[config.mk]
export PLATFORM = sky130hd
export DESIGN_NAME = dgte_ctrl
export DESIGN_NICKNAME = d
export VERILOG_FILES = /design/src/sv/dgte_pkg.sv /design/src/sv/dgte_ctrl.sv
export SDC_FILE = /design/constraint.sdc
export NUM_CORES = 1
export LEC_CHECK = 0
export BUFFER_PORTS_ARGS = -buffer_cell sky130_fd_sc_hd__buf_4
export CAP_MARGIN = 25
export CELL_PAD_IN_SITES_DETAIL_PLACEMENT = 1
export CELL_PAD_IN_SITES_GLOBAL_PLACEMENT = 1
export CORE_MARGIN = 2
export CORE_UTILIZATION = 38
export CTS_BUF_LIST = sky130_fd_sc_hd__clkbuf_2
export CTS_CLUSTER_SIZE = 24
export DETAILED_ROUTE_END_ITERATION = 6
export GPL_ROUTABILITY_DRIVEN = 0
export HOLD_SLACK_MARGIN = 0.15
export PLACE_DENSITY = 0.85
export SLEW_MARGIN = 0
export SYNTH_ARGS = -nofsm -noshare
export SYNTH_HDL_FRONTEND = slang
export SYNTH_SLANG_ARGS = --single-unit
[constraint.sdc]
create_clock -name clk -period 1.7 [get_ports clk]
set_input_delay 0.17 -clock clk [delete_from_list [all_inputs] [get_ports clk]]
set_output_delay 0.17 -clock clk [all_outputs]
set_load 0.005 [all_outputs]
[src/sv/dgte_pkg.sv]
package dgte_pkg;

  localparam int DEF_MAX_NODES  = 32;
  localparam int DEF_MAX_FANOUT = 8;

  localparam int KEY_W     = 32;
  localparam int IDX_IN_W  = 6;
  localparam int IDX_OUT_W = 5;
  localparam int FUNC_W    = 2;
  localparam int ST_W      = 2;
  localparam int IN_DW     = 48;
  localparam int OUT_DW    = 40;

  typedef enum logic [1:0] {
    F_CLEAR,
    F_ADD_NODE,
    F_ADD_EDGE,
    F_ORDER
  } func_t;

  typedef enum logic [1:0] {
    ST_OK,
    ST_INVALID,
    ST_CYCLE,
    ST_FULL
  } status_t;

  typedef enum logic [4:0] {
    S_IDLE, S_DEC, S_CLEAR, S_KRD, S_KCMP, S_ECHK, S_WPOP, S_WCUR, S_WCNT,
    S_WSLOT, S_WPRED, S_CWAIT, S_OSTART, S_LRD, S_LWR, S_FRD, S_FCUR, S_FKEY,
    S_SSLOT, S_SD, S_SP, S_OEMIT, S_EMIT
  } state_t;

  typedef enum logic [4:0] {
    OP_NONE, OP_LATCH, OP_CLEAR, OP_ADDNODE, OP_KRD, OP_KHIT, OP_KNEXT,
    OP_RES_INV, OP_WINIT, OP_POP, OP_PCRD, OP_LDCNT, OP_PLRD, OP_PUSH, OP_CRD,
    OP_RES_CYC, OP_RES_FULL, OP_LINK, OP_OINIT, OP_LCRD, OP_LWR, OP_FRD,
    OP_KCRD, OP_LDKEY, OP_SLRD, OP_PDRD, OP_SKIP, OP_PDEC, OP_OEMIT, OP_EMIT
  } dp_op_t;

  typedef struct packed {
    dp_op_t op;
  } ctrl_t;

  typedef struct packed {
    func_t func;
    logic  scan_end;
    logic  key_hit;
    logic  full;
    logic  edge_bad;
    logic  sp_zero;
    logic  cur_is_to;
    logic  slot_end;
    logic  lists_full;
    logic  n_zero;
    logic  fifo_empty;
    logic  succ_bad;
    logic  out_free;
  } stat_t;

endpackage

[src/sv/dgte_ctrl.sv]
module dgte_ctrl import dgte_pkg::*; (
  input  logic  clk,
  input  logic  rst_n,
  input  logic  in_valid,
  output logic  in_ready,
  input  stat_t stat,
  output ctrl_t ctrl
);

  state_t state_r, state_nxt;

  always_ff @(posedge clk) begin
    if (!rst_n) begin
      state_r <= S_IDLE;
    end else begin
      state_r <= state_nxt;
    end
  end

  always_comb begin
    state_nxt = state_r;
    ctrl.op   = OP_NONE;
    in_ready  = 1'b0;
    case (state_r)
      S_IDLE: begin
        in_ready = 1'b1;
        if (in_valid) begin
          ctrl.op   = OP_LATCH;
          state_nxt = S_DEC;
        end
      end
      S_DEC: begin
        case (stat.func)
          F_CLEAR:    state_nxt = S_CLEAR;
          F_ADD_NODE: state_nxt = S_KRD;
          F_ADD_EDGE: state_nxt = S_ECHK;
          F_ORDER:    state_nxt = S_OSTART;
          default:    state_nxt = S_IDLE;
        endcase
      end
      S_CLEAR: begin
        ctrl.op   = OP_CLEAR;
        state_nxt = S_EMIT;
      end
      S_KRD: begin
        if (stat.scan_end) begin
          ctrl.op   = OP_ADDNODE;
          state_nxt = S_EMIT;
        end else begin
          ctrl.op   = OP_KRD;
          state_nxt = S_KCMP;
        end
      end
      S_KCMP: begin
        if (stat.key_hit) begin
          ctrl.op   = OP_KHIT;
          state_nxt = S_EMIT;
        end else begin
          ctrl.op   = OP_KNEXT;
          state_nxt = S_KRD;
        end
      end
      S_ECHK: begin
        if (stat.edge_bad) begin
          ctrl.op   = OP_RES_INV;
          state_nxt = S_EMIT;
        end else begin
          ctrl.op   = OP_WINIT;
          state_nxt = S_WPOP;
        end
      end
      S_WPOP: begin
        if (stat.sp_zero) begin
          ctrl.op   = OP_CRD;
          state_nxt = S_CWAIT;
        end else begin
          ctrl.op   = OP_POP;
          state_nxt = S_WCUR;
        end
      end
      S_WCUR: begin
        if (stat.cur_is_to) begin
          ctrl.op   = OP_RES_CYC;
          state_nxt = S_EMIT;
        end else begin
          ctrl.op   = OP_PCRD;
          state_nxt = S_WCNT;
        end
      end
      S_WCNT: begin
        ctrl.op   = OP_LDCNT;
        state_nxt = S_WSLOT;
      end
      S_WSLOT: begin
        if (stat.slot_end) begin
          state_nxt = S_WPOP;
        end else begin
          ctrl.op   = OP_PLRD;
          state_nxt = S_WPRED;
        end
      end
      S_WPRED: begin
        ctrl.op   = OP_PUSH;
        state_nxt = S_WSLOT;
      end
      S_CWAIT: begin
        ctrl.op   = stat.lists_full ? OP_RES_FULL : OP_LINK;
        state_nxt = S_EMIT;
      end
      S_OSTART: begin
        if (stat.n_zero) begin
          state_nxt = S_IDLE;
        end else begin
          ctrl.op   = OP_OINIT;
          state_nxt = S_LRD;
        end
      end
      S_LRD: begin
        if (stat.scan_end) begin
          state_nxt = S_FRD;
        end else begin
          ctrl.op   = OP_LCRD;
          state_nxt = S_LWR;
        end
      end
      S_LWR: begin
        ctrl.op   = OP_LWR;
        state_nxt = S_LRD;
      end
      S_FRD: begin
        if (stat.fifo_empty) begin
          state_nxt = S_IDLE;
        end else begin
          ctrl.op   = OP_FRD;
          state_nxt = S_FCUR;
        end
      end
      S_FCUR: begin
        ctrl.op   = OP_KCRD;
        state_nxt = S_FKEY;
      end
      S_FKEY: begin
        ctrl.op   = OP_LDKEY;
        state_nxt = S_SSLOT;
      end
      S_SSLOT: begin
        if (stat.slot_end) begin
          state_nxt = S_OEMIT;
        end else begin
          ctrl.op   = OP_SLRD;
          state_nxt = S_SD;
        end
      end
      S_SD: begin
        if (stat.succ_bad) begin
          ctrl.op   = OP_SKIP;
          state_nxt = S_SSLOT;
        end else begin
          ctrl.op   = OP_PDRD;
          state_nxt = S_SP;
        end
      end
      S_SP: begin
        ctrl.op   = OP_PDEC;
        state_nxt = S_SSLOT;
      end
      S_OEMIT: begin
        if (stat.out_free) begin
          ctrl.op   = OP_OEMIT;
          state_nxt = stat.fifo_empty ? S_IDLE : S_FRD;
        end
      end
      S_EMIT: begin
        if (stat.out_free) begin
          ctrl.op   = OP_EMIT;
          state_nxt = S_IDLE;
        end
      end
      default: state_nxt = S_IDLE;
    endcase
  end

endmodule

==> results.toml <==
[cts]
cts_tree = "yes"
clk_pin_slew_ns = 0.06
hold_buffers = 0
root_buffer = "clkbuf_2"
htree_levels = 1
clockBufferDepth = 2
numCtsBuffers = 3
clkLatencyLatePin_ns = 0.23
cts_sinks = 5

[global_routing]
grt_usage = 0.303
grt_pass1_wl_um = 8160
antenna_found_initial = 0
grt_pass1_vias = 1696
grt_start_max_net_pins = 31
grt_overflow = 0

[yosys]
ys.flop_type = "dfxtp_1"
async_reset_ff_frac = 0
synth-xor-area-share = 0.0148
synth_nets = 207
syn_inst = 185
ys_ff_latch = 5
syn_area_per_cell_sq_um = 6.40
ys_types = 45
yosys.area_share.simple = 0.400
yosysSeqAreaShare = 0.0846
synth_edf_count = 0
ys_warn_count = 0
synth_mux_area_frac = 0.0338
synth_top_family_by_area = "simple AND/OR/NAND/NOR gates"
synth_compound_gate_area_share = 0.297
syn_area_sq_um = 1180
synth_fa_ha_area_frac = 0.0529

[detailed_routing]
drc_errors = 0
avgViaCountPerCell = 6.88
wl_per_cell_um = 24.4
dr.pass1.iters = 5
vias = 1700
ant_nets = 0
first_iter_violations = 184
wirelength_um = 6040

[sta]
fin_crit_ns = 1.84
relSlewSlack = 0.657
final_max_slew_viol_count = 0
finalSetupViolations = 9
hold_violations = 0
fmax_mhz = 543
finalCritPeriodShare = 1.08
fin_worst_skew_ns = 0.00754
rsz0062_at_grt = "true"
finalWorstSetupSlack_ns = -0.143
whs_ns = 0.203
worstMarginPinSlew_ns = 0.507

[final_layout]
fillers = 365
syn_to_final_growth_pct = 47.8
num-nets-final = 237
drive_gt1_frac = 0.379
regArea_sq_um = 119
multi_input_area_sq_um = 1100
post-route-util = 0.583
antenna_cells = 0
largest_register = "state_r"
final_cells = 247
reg_top3 = "state_r x5"
largest_reg_flops = 5

[worst_setup_path]
crit_cells = 6
worst-r2r-cell-count = 6
r2r_start = "state_r[0]"
crit_family = "simple AND/OR/NAND/NOR gates"
path_class = "reg -> out"
path_cells = "buf_12 > and2b_1 > and3_1 > o21ai_2 > nand4_1 > buf_4"
max_stage_delay_ns = 0.37
worstPathArrival_ns = 1.67
required_ns = 1.53
crit_buf_inv = 2
cp-end-kind = "output port"
start_kind = "flip-flop"
worst_path_max_delay_cell = "dfxtp_4"
cp_max_fo = 15
crit_start = "state_r[2]"

[die]
die_w_um = 59.8
dieArea_sq_um = 3580
initial_core_util = 0.394
rows = 20
fp.dieH_um = 59.8
coreArea_sq_um = 3000
ios = 23

[run]
drv_cap = 0

[run_status]
status = "finished, violations left"
violations = "negative setup slack"

[min_path]
hp-class = "in -> reg"
hp-start = "rst_n"
holdPathStages = 2

[placement]
post-dp-hpwl_um = 3440
place_ws_ns = 0.0131
port_buffers = 21
dp.cells = 236

[pwr]
p_leak_nw = 0.685
p_per_area_nw_per_um2 = 1680
vdd_ir_drop_max_v = 0.000866
==> final cells by class <==
cell class | instances | share of cell area
multi-input cells | 156 | 0.627
repair buffers | 39 | 0.249
flip-flops and latches | 5 | 0.0680
well taps | 33 | 0.0236
inverters | 10 | 0.0215
clock buffers | 4 | 0.0114
==> cell families after synthesis <==
group / after synthesis
multiplexers: 4
buffers and inverters: 24
XOR/XNOR: 2
AO/OA/AOI/OAI: 57
adder cells (fa/ha/maj): 5
AND/OR/NAND/NOR: 88
flip-flops: 5
==> metrics by stage <==
step	total power (W)	area (sq um)	TNS, ns
after floorplan	0.00144	1180	0
after global placement	0.00199	1410	0
after detailed placement	0.00207	1410	0
after CTS	0.00249	1590	-0.226
after global routing	0.00309	1750	-1.49
final	0.00294	1750	-0.765
==> where the power goes <==
part           switching [W]  total, W  leakage (nW)  internal [W]
logic                0.00134   0.00252         0.624       0.00118
clock network      0.0000524  0.000115        0.0166     0.0000623
registers           0.000111  0.000301        0.0445      0.000190
==> routing by layer <==
metal  GRT usage  wire, um
met4       0.159       382
met5           0         0
met3      0.0476       541
met2       0.502      2760
met1       0.373      2360
==> final timing paths <==
check	endpoint	slack (ns)
worst min register to register	state_r[0]	0.78
worst max register to register	state_r[2]	-0.13
worst max-delay path	ctrl[0]	-0.14
worst min-delay path	state_r[4]	0.20
==> layout by cell type, fill, tap and decap left out, types with 4 or more instances in the layout <==
cell type and n:
a21oi_1 14, a21oi_2 5, a31oi_1 5, and3_1 4
buf_12 4, buf_4 29, clkbuf_2 4, dfxtp_4 5
ha_1 5, inv_1 7, mux2i_1 4, nand2_1 17
nand2b_1 7, nand3_1 4, nand4_1 6, nor2_1 11
nor2b_1 4, nor3_1 7, nor4_1 4, o21ai_0 6
o21ai_1 5, o21ai_2 4
==> cell usage after synthesis (all sizes together), types with 2 or more instances <==
cell type / count / share of area
dfxtp: 5 / 0.085
nor2b: 6 / 0.032
and2b: 3 / 0.019
a2bb2oi: 2 / 0.015
nor2: 14 / 0.047
nand3b: 2 / 0.013
or2: 2 / 0.011
inv: 10 / 0.032
buf: 14 / 0.086
nand2: 17 / 0.054
o31a: 2 / 0.015
xnor2: 2 / 0.015
a21oi: 20 / 0.085
o21ai: 15 / 0.063
nor3: 12 / 0.051
nand4: 6 / 0.032
nor4: 4 / 0.021
o22ai: 2 / 0.011
a31oi: 5 / 0.026
mux2i: 4 / 0.034
nand2b: 10 / 0.053
ha: 5 / 0.053
and3: 4 / 0.021
nand3: 4 / 0.017
==> what timing repair did <==
action | CTS | global route
resized for setup | 24 | 25
pin swaps | 5 | 4
setup buffers | 2 | 1
gates cloned | 2 | 2
endpoints found under the setup margin | 5 | 9
No activity file was read; power rests on OpenSTA's default activity.
